===== src/rtl/assert_macros.svh =====
// assertion helpers shared by the rtl
`ifndef ASSERT_MACROS_SVH
`define ASSERT_MACROS_SVH

// checked only while out of reset
`define LRC_ASSERT(name, prop) \
  name: assert property (@(posedge clk) disable iff (!rst_n) prop) \
    else $error("lrc assertion failed");

// checked at every edge, reset included
`define LRC_ASSERT_ALWAYS(name, prop) \
  name: assert property (@(posedge clk) prop) else $error("lrc assertion failed");

`endif


===== src/rtl/lrc_pkg.sv =====
package lrc_pkg;

  localparam int ADDR_W      = 10;
  localparam int DATA_W      = 32;
  localparam int OP_W        = 2;
  localparam int LVL_W       = 3;
  localparam int CNT_W       = 32;
  localparam int NUM_LEVELS  = 3;
  localparam int NUM_CNT     = 8;
  localparam int BLOCK_SHIFT = 2;

  localparam logic [OP_W-1:0] OP_ADD = 2'd0;
  localparam logic [OP_W-1:0] OP_SUB = 2'd1;

  localparam logic [1:0] ST_ADD = 2'd0;
  localparam logic [1:0] ST_SUB = 2'd1;
  localparam logic [1:0] ST_IGN = 2'd2;

  localparam logic [LVL_W-1:0] LV_L1   = 3'd0;
  localparam logic [LVL_W-1:0] LV_RAM  = 3'd3;
  localparam logic [LVL_W-1:0] LV_MISS = 3'd4;

  localparam int CNT_MEM_HIT  = 6;
  localparam int CNT_MEM_MISS = 7;

  localparam logic [DATA_W-1:0] EMPTY_WORD = '1;

  typedef struct packed {
    logic              valid;
    logic [ADDR_W-1:0] tag;
    logic [DATA_W-1:0] data;
  } lrc_entry_t;

  localparam int ENTRY_W = $bits(lrc_entry_t);

  // update request from the sequencer to one cache level
  typedef struct packed {
    logic              promote;
    logic              fill;
    logic [DATA_W-1:0] fill_data;
  } lrc_lvl_ctrl_t;

  // lookup outcome of one cache level
  typedef struct packed {
    logic              hit;
    logic [DATA_W-1:0] data;
  } lrc_lvl_stat_t;

endpackage


===== src/rtl/lrc_ram.sv =====
module lrc_ram #(
  parameter int WIDTH = 32,
  parameter int DEPTH = 16
) (
  input  logic                                    clk,
  input  logic                                    we,
  input  logic [((DEPTH > 1) ? $clog2(DEPTH) : 1)-1:0] waddr,
  input  logic [WIDTH-1:0]                        wdata,
  input  logic [((DEPTH > 1) ? $clog2(DEPTH) : 1)-1:0] raddr,
  output logic [WIDTH-1:0]                        rdata
);

  logic [WIDTH-1:0] mem [DEPTH];

  // one write port, one registered read port
  always_ff @(posedge clk) begin
    if (we) begin
      mem[waddr] <= wdata;
    end
    rdata <= mem[raddr];
  end

endmodule


===== src/rtl/lrc_level.sv =====
module lrc_level import lrc_pkg::*; #(
  parameter int SET_COUNT = 16,
  parameter int WAY_COUNT = 4
) (
  input  logic              clk,
  input  logic              rst_n,
  input  logic [ADDR_W-1:0] addr,
  input  lrc_lvl_ctrl_t     ctrl,
  output lrc_lvl_stat_t     stat
);

  localparam int SET_AW = (SET_COUNT > 1) ? $clog2(SET_COUNT) : 1;
  localparam int WAY_AW = (WAY_COUNT > 1) ? $clog2(WAY_COUNT) : 1;
  localparam int ROW_W  = WAY_COUNT * ENTRY_W;

  typedef lrc_entry_t [WAY_COUNT-1:0] row_t;

  logic [SET_AW-1:0]    set;
  logic [SET_COUNT-1:0] row_valid_r;
  logic [ROW_W-1:0]     rd_row;
  logic [ROW_W-1:0]     wr_row;
  row_t                 row;
  row_t                 new_row;
  logic                 hit;
  logic [WAY_AW-1:0]    hit_pos;
  logic                 free_found;
  logic [WAY_AW-1:0]    free_pos;
  logic [WAY_AW-1:0]    pos;
  lrc_entry_t           ent;
  logic                 wr_en;

  assign set   = SET_AW'(32'(addr >> BLOCK_SHIFT) % SET_COUNT);
  assign wr_en = ctrl.promote | ctrl.fill;

  // one row per set, ways in recency order
  lrc_ram #(.WIDTH(ROW_W), .DEPTH(SET_COUNT)) u_ram (
    .clk   (clk),
    .we    (wr_en),
    .waddr (set),
    .wdata (wr_row),
    .raddr (set),
    .rdata (rd_row)
  );

  // a set never written reads as all ways invalid
  assign row    = row_valid_r[set] ? row_t'(rd_row) : row_t'('0);
  assign wr_row = ROW_W'(new_row);

  // tag match and first free way
  always_comb begin
    hit        = 1'b0;
    hit_pos    = '0;
    free_found = 1'b0;
    free_pos   = WAY_AW'(WAY_COUNT - 1);
    for (int w = 0; w < WAY_COUNT; w++) begin
      if (!hit && row[w].valid && row[w].tag == addr) begin
        hit     = 1'b1;
        hit_pos = WAY_AW'(w);
      end
      if (!free_found && !row[w].valid) begin
        free_found = 1'b1;
        free_pos   = WAY_AW'(w);
      end
    end
  end

  // move the chosen entry to the front, shifting the younger ones down
  always_comb begin
    pos = ctrl.fill ? free_pos : hit_pos;
    if (ctrl.fill) begin
      ent = '{valid: 1'b1, tag: addr, data: ctrl.fill_data};
    end else begin
      ent = row[hit_pos];
    end
    new_row[0] = ent;
    for (int w = 1; w < WAY_COUNT; w++) begin
      if (WAY_AW'(w) <= pos) begin
        new_row[w] = row[w-1];
      end else begin
        new_row[w] = row[w];
      end
    end
  end

  assign stat.hit  = hit;
  assign stat.data = row[hit_pos].data;

  // per-set valid flags
  always_ff @(posedge clk) begin
    if (!rst_n) begin
      row_valid_r <= '0;
    end else if (wr_en) begin
      row_valid_r[set] <= 1'b1;
    end
  end

endmodule


===== config.mk =====
export PLATFORM = sky130hd
export DESIGN_NAME = lrc_level
export DESIGN_NICKNAME = d
export VERILOG_FILES = /design/src/rtl/assert_macros.svh /design/src/rtl/lrc_pkg.sv /design/src/rtl/lrc_ram.sv /design/src/rtl/lrc_level.sv
export SDC_FILE = /design/constraint.sdc
export NUM_CORES = 2
export LEC_CHECK = 0
export BUFFER_PORTS_ARGS = -buffer_cell sky130_fd_sc_hd__buf_2
export CAP_MARGIN = 5
export CORE_ASPECT_RATIO = 1.25
export CORE_UTILIZATION = 50
export CTS_CLUSTER_SIZE = 24
export DETAILED_ROUTE_END_ITERATION = 16
export PLACE_DENSITY_LB_ADDON = 0.2
export SYNTH_ARGS = -nofsm -noshare
export SYNTH_HDL_FRONTEND = slang
export SYNTH_SLANG_ARGS = --single-unit

===== constraint.sdc =====
create_clock -name clk -period 19.4 [get_ports clk]
set_input_delay 3.88 -clock clk [delete_from_list [all_inputs] [get_ports clk]]
set_output_delay 3.88 -clock clk [all_outputs]
set_load 0.005 [all_outputs]

==> results.yml <==
status:
  status: "finished, final reports clean"
timing:
  slew_violations: 0
  slew_headroom: 0.07984
  fmax_ghz: 0.07657
  holdWs_ps: 471.2
  worst_pin_slew_ps: 1380
  hold_viol: 0
  finalCritPeriodShare: 0.6732
  setup_viol: 0
  rsz0062_at_grt: "false"
  setup_tns_ps: 0
  layout_min_cycle_time_ps: 13060
  fin_skew_ps: 41.16
global_route:
  grt_overflow: 0
  grt_pass1_vias: 54500
  grt_pass1_wl_mm: 392.6
  grt_use_total: 0.2423
  grt_max_degree: 134
  antenna_found_initial: 11
clock_tree:
  clkSinkCount: 2940
  clk_path_buf_depth: 4
  post-cts-setup-buffer-count: 0
  clock_latency_ps: 850
  cts.clk_slew.worst_paths_ps: 60
  htreeDepth: 5
  cts_root_buf: "clkbuf_16"
  cts_buffers: 284
  cts_resized: 0
  cts_hold_buf: 0
  cts_tree: "done"
pwr:
  swShare: 0.2164
  switchingPower_mw: 2.927
  pwr-share-comb: 0.061
  power_density_nw_per_um2: 107.4
  p_leak_nw: 40.67
  vdd_ir_drop_max_uv: 67.43
  p_clk_frac: 0.398
  p_int_mw: 10.60
  pwr-share-seq: 0.541
yosys:
  synth.net_count: 4963
  ys_warn_count: 0
  synth-main-ff-cell: "edfxtp_1"
  async_reset_ff_frac: 0
  seq_area_frac_synth: 0.7705
  avgSynthCellArea_um2: 22.81
  synth_seq_cells: 2940
  ys_types: 61
  synth_edf_count: 2752
  synth_area_um2: 112100
  synthCells: 4917
critical_path:
  rr_startpoint: "row_valid_r[15]"
  cp-start-kind: "input port"
  crit_path_cell_trace: "buf_8, mux2i_1, a22oi_1, nand3_1, nand2_4, buf_4, a22oi_1, or2_2, o21ai_4, buf_4, mux2i_1, o21ai_0, buf_2"
  critical_path_required_ps: 15520
  r2r_end: "u_ram.mem[6][29]"
  critical_path.max_stage_delay_ps: 730
  critPathKind: "in -> out"
  r2r_slack_ps: 13670
  crit_fanout: 81
  cp.arrival_ps: 9180
  rr_worst_depth: 12
  critPathLaunch: "addr[3]"
  worst_setup_path_end_kind: "output port"
  slowest_stage: "buf_4"
detailed_routing:
  wl_mm: 273.0
  drtPass1Iterations: 5
  drc: 0
  drt_iter0_drc: 5466
  vias_per_cell: 6.284
  post_drt_wl_per_cell_um: 32.66
  ant_nets: 0
  via_count: 52540
finish:
  nets: 5242
  multi_input_area_um2: 24610
  drive_gt1_frac: 0.2894
  area_growth_syn_to_layout_pct: 12.32
  fillers: 16260
  fin_util: 0.5640
  ff_latch_area_um2: 86400
floorplan:
  fp.dieH_um: 531.5
  core_area_um2: 223300
  fp.dieW_um: 425.6
  start_util: 0.5022
  num_rows: 194
  die_area_um2: 226200
  io_pins: 79
place:
  io_buffers: 78
  place.detailed.hpwl_mm: 142.2
  gp_congestion: 0.8589
hold_path:
  hold_depth: 1
  min_from: "row_valid_r[13]"
  min_to: "row_valid_r[13]"
  hold_path.class: "reg -> reg"
run:
  drv_cap: 0
[cells in the final DEF (no fill, tap or decap), types with 11 or more instances in the layout]
master / netlist / routed
edfxtp_1: 2752 / 2752
mux4_2: 860 / 860
clkbuf_16: 0 / 294
dfxtp_1: 188 / 188
buf_4: 14 / 184
nand2_1: 147 / 146
mux2i_1: 136 / 136
o21ai_0: 95 / 85
clkbuf_1: 146 / 74
buf_2: 19 / 74
nor2_1: 75 / 61
nand3_1: 49 / 48
inv_1: 45 / 45
o31ai_1: 46 / 43
clkinv_1: 1 / 42
a22oi_1: 41 / 41
o21ai_1: 32 / 41
nand2b_1: 32 / 32
clkinv_2: 0 / 31
clkbuf_8: 0 / 28
xor2_1: 16 / 16
o21a_1: 16 / 16
bufinv_16: 0 / 15
nor2_4: 0 / 14
buf_12: 0 / 14
xnor2_1: 13 / 12
inv_6: 0 / 11
[sequential cells by signal (all words and copies together), names as in the netlist]
signal,count
u_ram.rdata,172
u_ram.mem,2752
row_valid_r,16
[metrics by stage]
stage          cells  setup WS (ps)  power (mW)  cell area (um2)
5_1_grt         8359           6119       13.88           126000
2_1_floorplan   4917           1290       7.926           112100
4_1_cts         8354           6394       13.62           125900
3_5_place_dp    7849           6417       8.279           116900
6_report        8360           6340       13.53           126000
3_3_place_gp    7849           6572       8.256           116900
[synthesized netlist by cell type, types with 3 or more instances]
cell      count  area share
a211oi_1      4     0.00027
a21oi_1       4     0.00018
a221o_1       3     0.00027
a22o_1        5     0.00039
a22oi_1      41      0.0027
a31oi_1       4     0.00022
and3_1        3     0.00017
buf_1        97      0.0032
buf_2        19     0.00085
buf_4        14     0.00094
buf_6         6     0.00060
clkbuf_1    146      0.0049
dfxtp_1     188       0.034
edfxtp_1   2752        0.74
inv_1        45      0.0015
mux2i_1     136       0.012
mux4_2      860        0.17
nand2_1     147      0.0049
nand2b_1     32      0.0018
nand3_1      49      0.0022
nand4_1       3     0.00017
nor2_1       75      0.0025
nor2b_1       3     0.00017
nor3_1       13     0.00058
nor4_1        3     0.00017
o211ai_1      4     0.00027
o21a_1       16      0.0011
o21ai_0      95      0.0042
o21ai_1      32      0.0014
o221ai_1      5     0.00039
o31ai_1      46      0.0031
or2_2         3     0.00017
or3_1         3     0.00017
xnor2_1      13      0.0010
xor2_1       16      0.0012
[cell type report]
| cell class | count | area share |
|---|---|---|
| tap | 2940 | 0.02920 |
| multi-input combinational | 1649 | 0.1954 |
| antenna | 5 | 0.00009934 |
| timing repair buffer | 275 | 0.01649 |
| clock inverter | 109 | 0.007699 |
| inverter | 46 | 0.001430 |
| clock buffer | 396 | 0.06367 |
| sequential | 2940 | 0.6860 |
[worst max-delay path, delay by kind of cell]
kind / cells / cell delay, ps
buffers and inverters: 4 / 2060
AOI/OAI and AO/OA: 4 / 1570
and+or+nand+nor: 3 / 930
muxes: 2 / 490
[kinds of logic (layout without fill, tap and decap cells)]
family,after synthesis,after routing,share of synthesized area
multiplexers,996,996,0.1849
AO/OA/AOI/OAI,280,280,0.01660
flip-flops,2940,2940,0.7705
other,0,5,0
AND/OR/NAND/NOR,344,344,0.01376
buffers and inverters,328,826,0.01206
XOR/XNOR,29,29,0.002265
[power groups by stage]
stage	clock network [mW]	registers, mW	logic [mW]
floorplan	0	7.40	0.525
global placement	0	7.45	0.809
detailed placement	0	7.45	0.828
CTS	5.47	7.32	0.830
global route	5.69	7.32	0.874
finish	5.39	7.32	0.821
[routing by layer]
layer | track usage | part of all wire
met5 | 0 | 0.00011
met4 | 0.08008 | 0.033
met3 | 0.03196 | 0.058
met2 | 0.4037 | 0.51
met1 | 0.3323 | 0.40
[how the worst max path moves through the flow]
stage | slack, ps | cells after the start | endpoint
after CTS | 6390 | 13 | stat[15]
after detailed placement | 6420 | 13 | stat[15]
after global routing | 6120 | 13 | stat[15]
after floorplan | 1290 | 7 | u_ram.mem[1][0]
after global placement | 6570 | 13 | stat[14]
final | 6340 | 13 | stat[15]
Power figures use the tool's default switching activity.
